==> src/hw/rtl/mlg_pkg.sv <==
// ----------------------------------------------------------------------------
// mlg_pkg
// Shared types, codes and helpers for the multiline log grouper: result
// kinds, register indexes and the layout of one result beat.
// ----------------------------------------------------------------------------
package mlg_pkg;

   // Width of a line index
   localparam int LINE_ID_BITS = 16;

   // Configuration port
   localparam int CSR_INDEX_BITS = 2;
   localparam logic [CSR_INDEX_BITS-1:0] CSR_HAS_START      = 2'd0;
   localparam logic [CSR_INDEX_BITS-1:0] CSR_HAS_CONTINUE   = 2'd1;
   localparam logic [CSR_INDEX_BITS-1:0] CSR_HAS_END        = 2'd2;
   localparam logic [CSR_INDEX_BITS-1:0] CSR_UNMATCHED_MODE = 2'd3;

   // Result kinds
   localparam int KIND_BITS = 3;
   localparam logic [KIND_BITS-1:0] KIND_JOIN   = 3'd0;
   localparam logic [KIND_BITS-1:0] KIND_COMMIT = 3'd1;
   localparam logic [KIND_BITS-1:0] KIND_SINGLE = 3'd2;
   localparam logic [KIND_BITS-1:0] KIND_UKEEP  = 3'd3;
   localparam logic [KIND_BITS-1:0] KIND_UDROP  = 3'd4;
   localparam logic [KIND_BITS-1:0] KIND_PASS   = 3'd5;

   // Most result beats one line can cause: two from the line, one flush
   localparam int MAX_RES = 3;
   localparam int CNT_BITS = 2;

   typedef logic [LINE_ID_BITS-1:0] line_id_type;

   typedef struct packed {
      logic [KIND_BITS-1:0] kind;
      line_id_type          first_id;
      line_id_type          line_id_out;
      logic                 last;
   } res_type;

   // Build one result beat, last cleared
   function automatic res_type make_res(logic [KIND_BITS-1:0] kind,
                                        line_id_type first_id,
                                        line_id_type line_id_out);
      res_type r;
      r.kind        = kind;
      r.first_id    = first_id;
      r.line_id_out = line_id_out;
      r.last        = 1'b0;
      return r;
   endfunction

endpackage

==> src/hw/rtl/multiline_log_grouper.sv <==
// ----------------------------------------------------------------------------
// multiline_log_grouper
// Groups log lines into multiline records and reports the grouping
// decisions as result beats, from start/continue/end pattern hit bits.
// ----------------------------------------------------------------------------
// A line's decisions are all worked out in the cycle it is accepted and
// written to a three-entry result buffer, which drains one beat per
// cycle on the rsp channel while rsp_ready is high. A line causing at
// most one result (or none, such as an empty line) is taken every cycle
// while the consumer keeps up. A line with more than one result holds
// the rsp port until all are sent; the next line is taken in the cycle
// its last beat leaves. Configuration writes are taken at any time
// (csr_ready is always high) but must only be issued while the block is idle.
module multiline_log_grouper (
   input  logic                              clock,
   input  logic                              reset,
   // configuration
   input  logic                              csr_valid,
   output logic                              csr_ready,
   input  logic [mlg_pkg::CSR_INDEX_BITS-1:0] csr_index,
   input  logic                              csr_data,
   // line input
   input  logic                              req_valid,
   output logic                              req_ready,
   input  logic [mlg_pkg::LINE_ID_BITS-1:0]  req_line_id,
   input  logic                              req_start_hit,
   input  logic                              req_continue_hit,
   input  logic                              req_end_hit,
   input  logic                              req_is_empty,
   input  logic                              req_is_bad,
   input  logic                              req_batch_end,
   // decisions out
   output logic                              rsp_valid,
   input  logic                              rsp_ready,
   output logic [mlg_pkg::KIND_BITS-1:0]     rsp_kind,
   output logic [mlg_pkg::LINE_ID_BITS-1:0]  rsp_first_id,
   output logic [mlg_pkg::LINE_ID_BITS-1:0]  rsp_line_id_out,
   output logic                              rsp_last
);

   // Configuration registers
   logic has_start_ff, has_continue_ff, has_end_ff, unmatched_mode_ff;

   // Grouping state
   logic                  partial_ff, partial_in;
   logic                  group_open_ff, group_open_in;
   mlg_pkg::line_id_type  group_first_ff, group_first_in;
   logic                  passing_ff, passing_in;
   logic                  fresh_ff, fresh_in;

   // Result buffer
   mlg_pkg::res_type             res_ff [mlg_pkg::MAX_RES];
   mlg_pkg::res_type             res_in [mlg_pkg::MAX_RES];
   logic [mlg_pkg::CNT_BITS-1:0] cnt_ff;
   logic [mlg_pkg::CNT_BITS-1:0] n_in;

   logic                 req_take, rsp_take;
   logic                 s_hit, c_hit, e_hit, entry;
   logic [mlg_pkg::KIND_BITS-1:0] unm_kind;
   mlg_pkg::line_id_type id;

   // Handshakes
   assign csr_ready = 1'b1;
   assign rsp_valid = (cnt_ff != '0);
   assign rsp_take  = rsp_valid && rsp_ready;
   assign req_ready = (cnt_ff == '0) || ((cnt_ff == 2'd1) && rsp_ready);
   assign req_take  = req_valid && req_ready;

   assign rsp_kind        = res_ff[0].kind;
   assign rsp_first_id    = res_ff[0].first_id;
   assign rsp_line_id_out = res_ff[0].line_id_out;
   assign rsp_last        = res_ff[0].last;

   // Mask hit bits with the configured patterns
   assign id       = req_line_id;
   assign s_hit    = req_start_hit && has_start_ff;
   assign c_hit    = req_continue_hit && has_continue_ff;
   assign e_hit    = req_end_hit && has_end_ff;
   assign entry    = has_start_ff ? s_hit : c_hit;
   assign unm_kind = unmatched_mode_ff ? mlg_pkg::KIND_UDROP : mlg_pkg::KIND_UKEEP;

   // Work out all decisions and the next state for the offered line
   always_comb begin
      partial_in     = partial_ff;
      group_open_in  = group_open_ff;
      group_first_in = group_first_ff;
      passing_in     = passing_ff;
      fresh_in       = fresh_ff;
      n_in           = '0;
      for (int i = 0; i < mlg_pkg::MAX_RES; i++) begin
         res_in[i] = mlg_pkg::make_res(mlg_pkg::KIND_JOIN, '0, '0);
      end

      // batch start: reload from configuration
      if (fresh_ff) begin
         partial_in    = !has_start_ff && !has_continue_ff && has_end_ff;
         group_open_in = 1'b0;
         passing_in    = 1'b0;
         fresh_in      = 1'b0;
      end

      if (passing_in) begin
         // rest of batch passes without results
      end else if (req_is_bad) begin
         res_in[n_in] = mlg_pkg::make_res(mlg_pkg::KIND_PASS,
                                          group_open_in ? group_first_in : id, id);
         n_in          = n_in + 2'd1;
         passing_in    = 1'b1;
         group_open_in = 1'b0;
         partial_in    = 1'b0;
      end else if (!req_is_empty) begin
         if (!partial_in) begin
            // not grouping
            if (entry) begin
               group_open_in  = 1'b1;
               group_first_in = id;
               partial_in     = 1'b1;
               res_in[n_in]   = mlg_pkg::make_res(mlg_pkg::KIND_JOIN, id, id);
            end else if (has_end_ff && !has_start_ff && has_continue_ff && e_hit) begin
               res_in[n_in] = mlg_pkg::make_res(mlg_pkg::KIND_SINGLE, id, id);
            end else begin
               res_in[n_in] = mlg_pkg::make_res(unm_kind, id, id);
            end
            n_in = n_in + 2'd1;
         end else if (c_hit) begin
            // continue line joins
            if (!group_open_in) begin
               group_open_in  = 1'b1;
               group_first_in = id;
            end
            res_in[n_in] = mlg_pkg::make_res(mlg_pkg::KIND_JOIN, group_first_in, id);
            n_in         = n_in + 2'd1;
         end else if (has_end_ff) begin
            if (!group_open_in) begin
               group_open_in  = 1'b1;
               group_first_in = id;
            end
            if (has_continue_ff) begin
               res_in[n_in] = mlg_pkg::make_res(e_hit ? mlg_pkg::KIND_COMMIT : unm_kind,
                                                group_first_in, id);
               group_open_in = 1'b0;
               partial_in    = 1'b0;
            end else if (e_hit) begin
               res_in[n_in] = mlg_pkg::make_res(mlg_pkg::KIND_COMMIT, group_first_in, id);
               group_open_in = 1'b0;
               if (has_start_ff) begin
                  partial_in = 1'b0;
               end
            end else begin
               res_in[n_in] = mlg_pkg::make_res(mlg_pkg::KIND_JOIN, group_first_in, id);
            end
            n_in = n_in + 2'd1;
         end else if (!has_continue_ff && !s_hit) begin
            // start only, no start hit: join
            if (!group_open_in) begin
               group_open_in  = 1'b1;
               group_first_in = id;
            end
            res_in[n_in] = mlg_pkg::make_res(mlg_pkg::KIND_JOIN, group_first_in, id);
            n_in         = n_in + 2'd1;
         end else begin
            // close any open group on this line
            if (group_open_in) begin
               res_in[n_in] = mlg_pkg::make_res(mlg_pkg::KIND_COMMIT, group_first_in, id);
               n_in         = n_in + 2'd1;
            end
            group_open_in = 1'b0;
            if (has_continue_ff && !s_hit) begin
               partial_in   = 1'b0;
               res_in[n_in] = mlg_pkg::make_res(unm_kind, id, id);
            end else begin
               group_open_in  = 1'b1;
               group_first_in = id;
               partial_in     = 1'b1;
               res_in[n_in]   = mlg_pkg::make_res(mlg_pkg::KIND_JOIN, id, id);
            end
            n_in = n_in + 2'd1;
         end
      end

      // batch end: flush a pending group
      if (req_batch_end) begin
         if (!passing_in && partial_in && group_open_in) begin
            res_in[n_in] = mlg_pkg::make_res(has_end_ff ? unm_kind : mlg_pkg::KIND_COMMIT,
                                             group_first_in, id);
            n_in         = n_in + 2'd1;
         end
         group_open_in = 1'b0;
         partial_in    = 1'b0;
         passing_in    = 1'b0;
         fresh_in      = 1'b1;
      end

      // mark the final beat of this line
      if (n_in != '0) begin
         res_in[n_in - 2'd1].last = 1'b1;
      end
   end

   // Configuration writes
   always_ff @(posedge clock) begin
      if (reset) begin
         has_start_ff      <= 1'b1;
         has_continue_ff   <= 1'b0;
         has_end_ff        <= 1'b0;
         unmatched_mode_ff <= 1'b0;
      end else if (csr_valid && csr_ready) begin
         case (csr_index)
            mlg_pkg::CSR_HAS_START:      has_start_ff      <= csr_data;
            mlg_pkg::CSR_HAS_CONTINUE:   has_continue_ff   <= csr_data;
            mlg_pkg::CSR_HAS_END:        has_end_ff        <= csr_data;
            mlg_pkg::CSR_UNMATCHED_MODE: unmatched_mode_ff <= csr_data;
            default: ;
         endcase
      end
   end

   // Advance grouping state on each accepted line
   always_ff @(posedge clock) begin
      if (reset) begin
         partial_ff    <= 1'b0;
         group_open_ff <= 1'b0;
         passing_ff    <= 1'b0;
         fresh_ff      <= 1'b1;
      end else if (req_take) begin
         partial_ff    <= partial_in;
         group_open_ff <= group_open_in;
         passing_ff    <= passing_in;
         fresh_ff      <= fresh_in;
      end
   end

   always_ff @(posedge clock) begin
      if (req_take) begin
         group_first_ff <= group_first_in;
      end
   end

   // Result buffer count: load on accept, drop one per beat sent
   always_ff @(posedge clock) begin
      if (reset) begin
         cnt_ff <= '0;
      end else if (req_take) begin
         cnt_ff <= n_in;
      end else if (rsp_take) begin
         cnt_ff <= cnt_ff - 2'd1;
      end
   end

   // Result buffer payload: load on accept, shift down per beat sent
   always_ff @(posedge clock) begin
      if (req_take) begin
         for (int i = 0; i < mlg_pkg::MAX_RES; i++) begin
            res_ff[i] <= res_in[i];
         end
      end else if (rsp_take) begin
         for (int i = 0; i < mlg_pkg::MAX_RES - 1; i++) begin
            res_ff[i] <= res_ff[i+1];
         end
      end
   end

   // Checks
   a_not_last_more: assert property (@(posedge clock) disable iff (reset)
      rsp_valid && !rsp_last |-> cnt_ff > 2'd1)
      else $error("result beat without last has no successor in buffer");

   a_single_is_last: assert property (@(posedge clock) disable iff (reset)
      cnt_ff == 2'd1 |-> res_ff[0].last)
      else $error("sole buffered beat lacks last");

   a_batch_end_fresh: assert property (@(posedge clock) disable iff (reset)
      req_take && req_batch_end |=> fresh_ff && !group_open_ff && !passing_ff)
      else $error("batch end did not return to batch start");

   a_passing_closed: assert property (@(posedge clock) disable iff (reset)
      passing_ff |-> !group_open_ff && !partial_ff)
      else $error("group open while passing rest of batch");

endmodule
==> config.mk <==
export PLATFORM = sky130hd
export DESIGN_NAME = multiline_log_grouper
export DESIGN_NICKNAME = d
export VERILOG_FILES = /design/src/hw/rtl/mlg_pkg.sv /design/src/hw/rtl/multiline_log_grouper.sv
export SDC_FILE = /design/constraint.sdc
export NUM_CORES = 1
export LEC_CHECK = 0
export BUFFER_PORTS_ARGS = -buffer_cell sky130_fd_sc_hd__buf_4
export CORE_UTILIZATION = 30
export CTS_CLUSTER_SIZE = 10
export DETAILED_ROUTE_END_ITERATION = 8
export PLACE_DENSITY_LB_ADDON = 0.25
export SYNTH_ARGS = -nofsm -noshare
export SYNTH_HDL_FRONTEND = slang
export SYNTH_SLANG_ARGS = --single-unit
==> constraint.sdc <==
create_clock -name clock -period 4.4 [get_ports clock]
set_input_delay 1.32 -clock clock [delete_from_list [all_inputs] [get_ports clock]]
set_output_delay 1.32 -clock clock [all_outputs]
set_load 0.1 [all_outputs]
==> impl_metrics.ini, run 1 <==
[layout]
seq_area_um2 = 3920
areaGrowthSynthToFinish_pct = 15.5
multi_input_area_um2 = 3070
fill_cells = 2480
layout_commonest_cell = edfxtp_1
n_antenna_cell = 0
layout_common_cells = edfxtp_1 (124), nand2_1 (90), buf_4 (88)
nNetsFinal = 795
final_util = 0.356
drive_above_1_share = 0.197

[sta]
finalCritPeriodShare = 0.843
setup_viol = 0
period_minus_slack_ns = 3.71
hold_viol = 0
max_freq_mhz = 270
rsz0062_at_grt = no
slew-limit-headroom = 0.242
worstMarginPinSlew_ns = 1.14
slew_violations = 0
holdWs_ns = 0.522
skew_ns = 0.0101
setup_tns_ns = 0

[clock_network]
root_buffer = clkbuf_16
post_cts_buffers = 0
clock_latency_ns = 0.42
clockBufferDepth = 2
cts_hold_buf = 0
cts_sinks = 134
cts_buffers = 17
cts_tree = yes
clk_pin_slew_ns = 0.07
cts.repair.resized = 0
h-tree-depth = 4

[status]
outcome = finished, final reports clean

[global_routing]
antenna_found_initial = 0
grt_start_max_net_pins = 56
grt_pass1_vias = 5679
gr-total-overflow = 0
grt_pass1_wl_mm = 33.2
track_usage = 0.168

[synth]
yosys_register_bits = 134
yosys_most_used_dff = edfxtp_1
syn-num-nets = 779
avgSynthCellArea_um2 = 10.2
syn_area_um2 = 7570
async_reset_ff_frac = 0
synth_seq_area_share = 0.519
synth_edf_count = 124
ys.warnings.count = 0
synth_cell_types = 64
synth_cells = 744

[floorplanning]
die_area_um2 = 25900
fp.dieH_um = 161
coreArea_um2 = 24500
io_pins = 69
rows = 57
start_util = 0.308
die_x_um = 161

[placement]
hpwl_mm = 13.3
portBuffers = 67
place_congestion = 0.814

[route]
routed_via_density = 5.39
postRouteAntennaNets = 0
wirelength_mm = 21.1
route.vias.total = 5914
remaining_drc_errors = 0
firstDrtPassIters = 5
first_iter_violations = 545
wl_per_cell_um = 19.3

[setup_path]
path_class = reg -> reg
cp.required_ns = 4.69
worst_path_most_repeated_cell = a21oi_1
cp_slowest_cell = dfxtp_1
cp-start-kind = flop
endpoint_kind = flop
worstPathArrival_ns = 4.00
path_max_fanout = 31
cpPeakStageDelay_ns = 1.07
crit_chain = nand2b_1 > a21oi_1 > a21oi_1 > o21a_1 > inv_1 > ha_1 > o211ai_1 > a211oi_1 > o21ai_2 > nor2_1 > a221o_1

[job]
drv_cap = 0

[hold_path]
hold_path.class = reg -> reg

[pwr]
p_per_area_nw_per_um2 = 694
p_leak_nw = 3.22
peakVddDrop_mv = 0.404
total_power_mw = 6.07
## logic make-up (layout without fill, tap and decap cells)
kind of cell / count (synthesis) / in the layout / synth area share
and+or+nand+nor: 282 / 282 / 0.181
AOI/OAI and AO/OA: 188 / 188 / 0.188
DFF: 134 / 134 / 0.519
buffers and inverters: 115 / 144 / 0.0785
muxes: 19 / 19 / 0.0251
adders and majority gates: 5 / 5 / 0.00827
other: 1 / 1 / 0.000496
## worst paths after layout
| check | to | from | slack (ns) | cells past startpoint |
|---|---|---|---|---|
| max | res_ff[0][30] | has_continue_ff | 0.69 | 11 |
| min | res_ff[0][55] | res_ff[1][19] | 0.52 | 2 |
| max reg2reg | res_ff[0][30] | has_continue_ff | 0.69 | 11 |
| min reg2reg | res_ff[0][55] | res_ff[1][19] | 0.52 | 2 |
## power by group
group          switching [mW]  leakage [nW]  internal [mW]
combinational            1.95          1.63          0.478
sequential              0.178          1.31           2.02
clock                   0.635         0.285          0.805
total                    2.77          3.22           3.30
## stage by stage
stage / std cells / worst slack [ns] / instance area, um^2
after global placement: 1065 / 0.517 / 8150
after detailed placement: 1065 / 0.388 / 8150
final: 1097 / 0.691 / 8740
after CTS: 1097 / 0.740 / 8740
after floorplan: 744 / 0.295 / 7570
after global routing: 1097 / 0.426 / 8740
## cells in the mapped netlist, drive strengths merged, types with 7 or more instances
cell type    n  share of area
nor2        66          0.033
mux2i       19          0.025
a21oi       15          0.011
o221ai      33          0.038
o221a       16          0.024
edfxtp     124           0.49
a31oi       20          0.017
nand2b       7         0.0058
a221o       16          0.021
inv         24          0.012
and3        33          0.027
nand3       23          0.015
nand4       17          0.014
clkbuf      43          0.021
nand2       91          0.045
buf         48          0.045
or3         19          0.016
o21ai       57          0.038
dfxtp       10          0.026
## worst max-delay path: cells and delay by family (launching register included)
kind	cells	cell delay (ns)
compound gates	7	1.63
fa+ha+maj	1	0.31
buf+inv	1	0.11
flops	1	1.07
simple gates	2	0.42
## flip-flops by register name, indices dropped and copies added (netlist names)
signal and cells:
cnt_ff 2, unmatched_mode_ff 1, partial_ff 1, group_first_ff 16
group_open_ff 1, has_end_ff 1, passing_ff 1, fresh_ff 1
res_ff 108, has_start_ff 1, has_continue_ff 1
## final cells by class
cell class / count / share of cell area
Clock buffer: 17 / 0.0487
Timing Repair Buffer: 88 / 0.0756
Tap cell: 324 / 0.0464
Inverter: 24 / 0.0103
Clock inverter: 15 / 0.0188
Sequential cell: 134 / 0.449
Multi-Input combinational cell: 495 / 0.351
## routing by layer
layer,up-vias,routed length (um),global-route usage
met3,25,1140,0.0300
met4,0,332,0.0652
met2,213,9960,0.265
met1,2852,9690,0.228
li1,2824,-,-
met5,-,0,0
Note: power is estimated with default switching activity, not from simulation.
==> inputs of run 2 (changes only) <==
clock period = 3.55 ns   (was 4.4 ns; I/O delays follow)
==> impl_metrics.ini, run 2 (synthesis results as in run 1) <==
[layout]
drive_above_1_share = 0.221
largest_reg_flops = 108
multi_input_area_um2 = 3090
fill_cells = 2501
layout_commonest_cell = edfxtp_1
nNetsFinal = 817
seq_area_um2 = 3920
final_util = 0.364
reg_top3 = res_ff x108, group_first_ff x16, cnt_ff x2
fin_cells = 1119
n_antenna_cell = 0
top_register = res_ff
layout_common_cells = edfxtp_1 (124), buf_4 (107), nand2_1 (89)
areaGrowthSynthToFinish_pct = 18.1

[sta]
setup_viol = 0
period_minus_slack_ns = 2.90
rsz0062_at_grt = no
finalCritPeriodShare = 0.817
timing.final.ws_setup_ns = 0.650
worstMarginPinSlew_ns = 0.589
setup_tns_ns = 0
slew_violations = 0
max_freq_mhz = 345
hold_viol = 0
skew_ns = 0.00758
slew-limit-headroom = 0.607

[global_routing]
track_usage = 0.169
grtUsageMet2 = 0.268
grt_util_met3 = 0.0359
grt_use_met1 = 0.232
grt_start_max_net_pins = 57
busiest_layer = met2
gr-total-overflow = 0
antenna_found_initial = 0
grt_pass1_wl_mm = 33.7
grt_pass1_vias = 5762

[setup_path]
cp.required_ns = 3.72
cp-start-kind = flop
r2r_cells = 11
rrSetupSlack_ns = 0.65
path_max_fanout = 18
worst_r2r_startpoint = fresh_ff
path_class = reg -> reg
worstPathArrival_ns = 3.07
crit_chain = nand4bb_1 > a2111oi_4 > and3_1 > inv_1 > ha_2 > o211ai_1 > a211oi_1 > o21ai_2 > buf_4 > nor2_1 > a221o_1
worst-path-stages = 11
endpoint_kind = flop
cp_slowest_cell = dfxtp_1
r2r-end = res_ff[0][17]
cp_num_buf_inv = 2
cp_top_family = compound AO/OA/AOI/OAI gates
cpPeakStageDelay_ns = 0.51

[placement]
dp_slack_ns = 0.247
portBuffers = 67
dp_cells = 1087
place_congestion = 0.821
hpwl_mm = 13.9

[floorplanning]
rows = 57
start_util = 0.308
coreArea_um2 = 24500
io_pins = 69
die_x_um = 161
die_area_um2 = 25900
fp.dieH_um = 161

[pwr]
p_leak_nw = 3.33
p_per_area_nw_per_um2 = 844
peakVddDrop_mv = 0.478

[clock_network]
cts_hold_buf = 0
cts.repair.resized = 0
cts_sinks = 134
clk_pin_slew_ns = 0.06
cts_buffers = 17
h-tree-depth = 4
clock_latency_ns = 0.42
cts_tree = yes
post_cts_buffers = 0
root_buffer = clkbuf_16
clockBufferDepth = 2

[route]
postRouteAntennaNets = 0
firstDrtPassIters = 5
route.vias.total = 5943
routed_via_density = 5.31
remaining_drc_errors = 0
first_iter_violations = 473
wirelength_mm = 21.3
wl_per_cell_um = 19.0

[hold_path]
worstHoldStart = res_ff[1][32]
hold_path_depth = 2
hold_path.class = reg -> reg
hold_end = res_ff[0][68]

[status]
outcome = finished, final reports clean

[job]
drv_cap = 0
-- run 2: cell count changes in the layout (fill, tap and decap cells not counted) --
cell,change
a21oi_4,+1
ha_2,+1
clkbuf_1,+1
buf_12,+3
buf_4,+19
nand2_2,+1
clkinv_8,-1
clkinvlp_4,+1
nand2_1,-1
ha_1,-1
a21oi_1,-1
inv_6,+2
inv_8,-3
-- run 2: how the worst max path moves through the flow --
| stage | start | to | slack, ns |
|---|---|---|---|
| finish | fresh_ff | res_ff[0][17] | 0.65 |
| global route | fresh_ff | res_ff[0][24] | 0.40 |
| CTS | fresh_ff | res_ff[0][17] | 0.65 |
| detailed placement | req_start_hit | res_ff[0][64] | 0.25 |
| global placement | req_is_empty | res_ff[0][27] | 0.30 |
| floorplan | req_is_empty | res_ff[0][17] | 0.04 |
-- run 2: layer usage --
layer  part of all wire  routed length [um]  vias up
met5                  0                   0        -
met1               0.47               10100     2902
met4             0.0085                 181        0
met2               0.47                9970      165
met3              0.051                1080       13
li1                   -                   -     2863
-- run 2: per-stage QoR --
| stage | power [mW] | hold slack, ns | cell area, um^2 |
|---|---|---|---|
| 6_report | 7.55 | 0.517 | 8940 |
| 5_1_grt | 7.88 | 0.541 | 8940 |
| 4_1_cts | 7.61 | 0.521 | 8940 |
| 3_5_place_dp | 5.88 | 0.504 | 8370 |
| 3_3_place_gp | 5.87 | 0.497 | 8370 |
| 2_1_floorplan | 5.29 | 0.493 | 7590 |
-- run 2: worst reg2reg max path, stage by stage (launching register included) --
cell and delay, ns:
dfxtp_1 0.51, nand4bb_1 0.31, a2111oi_4 0.40, and3_1 0.22, inv_1 0.07, ha_2 0.23
o211ai_1 0.10, a211oi_1 0.08, o21ai_2 0.09, buf_4 0.29, nor2_1 0.09, a221o_1 0.27
-- run 2: report_power, final --
group	internal, mW	leakage, nW	switching (mW)
clock network	0.982	0.271	0.745
logic	0.656	1.75	2.44
registers	2.50	1.31	0.220
total	4.14	3.33	3.41
-- run 2: final cells by class --
cell class,instances,area share
clock inverter,14,0.0155
multi-input combinational,495,0.345
clock buffer,18,0.0480
timing repair buffer,110,0.0966
tap,324,0.0454
inverter,24,0.0101
sequential,134,0.439
==> inputs of run 3 (changes only) <==
ABC_AREA = 1   (was unset)
clock period = 2.79 ns   (was 3.55 ns; I/O delays follow)
==> impl_metrics.ini, run 3 <==
[status]
outcome = finished with violations
failed_checks = design-rule violations

[layout]
top_register = res_ff
final_util = 0.363
stdcell_area_um2 = 9540
nNetsFinal = 1085
layout_commonest_cell = nand2_1
reg_top3 = res_ff x108, group_first_ff x16, cnt_ff x2
n_antenna_cell = 0
layout_common_cells = nand2_1 (315), edfxtp_1 (124), o21ai_0 (98), buf_4 (98), inv_1 (85)
largest_reg_flops = 108
areaGrowthSynthToFinish_pct = 17.8
drive_above_1_share = 0.192

[setup_path]
endpoint_kind = flop
cp-start-kind = input pin
crit_chain = buf_4 > nand2_1 > nand2_1 > nand2_4 > inv_1 > nand3_2 > o21ai_1 > inv_1 > ha_2 > inv_2 > nor2_8 > nor2_4 > buf_12 > o21ai_0
cp_slowest_cell = nor2_8
r2r_cells = 12
rrSetupSlack_ns = 0.39
worstPathArrival_ns = 2.68
worst_r2r_startpoint = has_continue_ff
cpPeakStageDelay_ns = 0.36
cp_top_family = simple AND/OR/NAND/NOR gates
path_class = in -> reg
r2r-end = res_ff[0][39]
path_max_fanout = 19
cp.required_ns = 3.05
cp_num_buf_inv = 5

[route]
postRouteAntennaNets = 0
routed_via_density = 4.89
route.vias.total = 6838
remaining_drc_errors = 5
wirelength_mm = 22.9
firstDrtPassIters = 7
first_iter_violations = 575
wl_per_cell_um = 16.4

[sta]
hold_viol = 0
rsz0062_at_grt = no
setup_viol = 0
finalCritPeriodShare = 0.868
holdWs_ns = 0.465
setup_tns_ns = 0
worstMarginPinSlew_ns = 0.523
max_freq_mhz = 413
period_minus_slack_ns = 2.42
skew_ns = 0.00848
slew-limit-headroom = 0.650
slew_violations = 0

[clock_network]
post_cts_buffers = 0
cts_sinks = 134
root_buffer = clkbuf_16
cts_tree = yes
cts.repair.resized = 0
clk_pin_slew_ns = 0.06
clockBufferDepth = 2
h-tree-depth = 4
clock_latency_ns = 0.43
cts_buffers = 17
cts_hold_buf = 0

[global_routing]
grt_pass1_vias = 6455
grt_pass1_wl_mm = 36.5
grt_start_max_net_pins = 74
gr-total-overflow = 0
antenna_found_initial = 0
track_usage = 0.172

[synth]
syn_area_um2 = 8100
synth_common_cells = nand2_1 (317), edfxtp_1 (124), o21ai_0 (99)
synth_seq_area_share = 0.485
yosys-top-cells-area = edfxtp_1 (46%), nand2_1 (15%), o21ai_0 (6.1%)
syn-num-nets = 1043
synth_cells = 1008
synth_cell_types = 36
ys.warnings.count = 0
yosys_most_used_dff = edfxtp_1
yosys.area.top_type = edfxtp_1
synth_edf_count = 124
avgSynthCellArea_um2 = 8.03
synth_most_common_cell = nand2_1
async_reset_ff_frac = 0
synth_top_cell_area_share = 0.460
yosys_register_bits = 134

[pwr]
p_leak_nw = 4.21
p_per_area_nw_per_um2 = 981
total_power_mw = 9.36
peakVddDrop_mv = 0.461

[placement]
portBuffers = 67
place_congestion = 0.841
post_dp_cell_area_um2 = 8990
hpwl_mm = 14.7

[floorplanning]
rows = 59
die_x_um = 166
coreArea_um2 = 26300
start_util = 0.308
die_area_um2 = 27600
io_pins = 69
fp.dieH_um = 166

[hold_path]
worstHoldStart = partial_ff
hold_path_depth = 2
hold_path.class = reg -> reg
hold_end = partial_ff

[job]
drv_cap = 0
run 3: cell type report:
class / instances / area [um^2]
inverters: 97 / 378
clock buffers: 21 / 440
flip-flops and latches: 134 / 3920
well taps: 335 / 419
multi-input cells: 690 / 3290
fillers: 2755 / 16700
clock inverters: 10 / 108
repair buffers: 110 / 976
run 3: worst max path at each step:
stage / start / end / slack, ns / cells after the start
finish: req_start_hit / res_ff[0][39] / 0.37 / 14
global route: has_continue_ff / res_ff[0][61] / 0.13 / 11
CTS: has_continue_ff / res_ff[0][39] / 0.35 / 12
detailed placement: req_start_hit / res_ff[0][39] / -0.09 / 14
global placement: req_start_hit / res_ff[0][71] / 0.02 / 14
floorplan: cnt_ff[0] / cnt_ff[1] / -0.02 / 9
run 3: cell families (layout without fill, tap and decap cells):
logic type                 Yosys count  after routing  share of synthesized area
DFF                                134            134                      0.485
other                                1              1                   0.000463
adders and majority gates            5              5                    0.00773
and+or+nand+nor                    485            485                      0.252
buffers and inverters              184            238                      0.113
AOI/OAI and AO/OA                  199            199                      0.142
run 3: worst reg2reg max path, stage by stage (launching register included):
cell and delay [ns]:
dfxtp_1 0.49, nor2_1 0.11, nand3_1 0.09, nand2_2 0.14, nand3_2 0.15, o21ai_1 0.11, inv_1 0.10, ha_2 0.21
inv_2 0.07, nor2_8 0.36, nor2_4 0.07, buf_12 0.16, o21ai_0 0.18
run 3: layer usage:
layer / wire length [um] / global-route usage / share of wire / up-vias
li1: - / - / - / 3403
met1: 10800 / 0.233 / 0.47 / 3185
met2: 10600 / 0.278 / 0.46 / 226
met3: 1250 / 0.0238 / 0.054 / 24
met4: 295 / 0.0652 / 0.013 / 0
met5: 0 / 0 / 0 / -
run 3: power breakdown:
group | internal (mW) | switching, mW
Clock | 1.30 | 0.848
Combinational | 0.782 | 3.07
Sequential | 3.14 | 0.221
run 3: stage by stage:
step,worst slack (ns),std cells
2_1_floorplan,-0.0188,1008
3_3_place_gp,0.0162,1366
3_5_place_dp,-0.0918,1366
4_1_cts,0.353,1397
5_1_grt,0.130,1397
6_report,0.367,1397
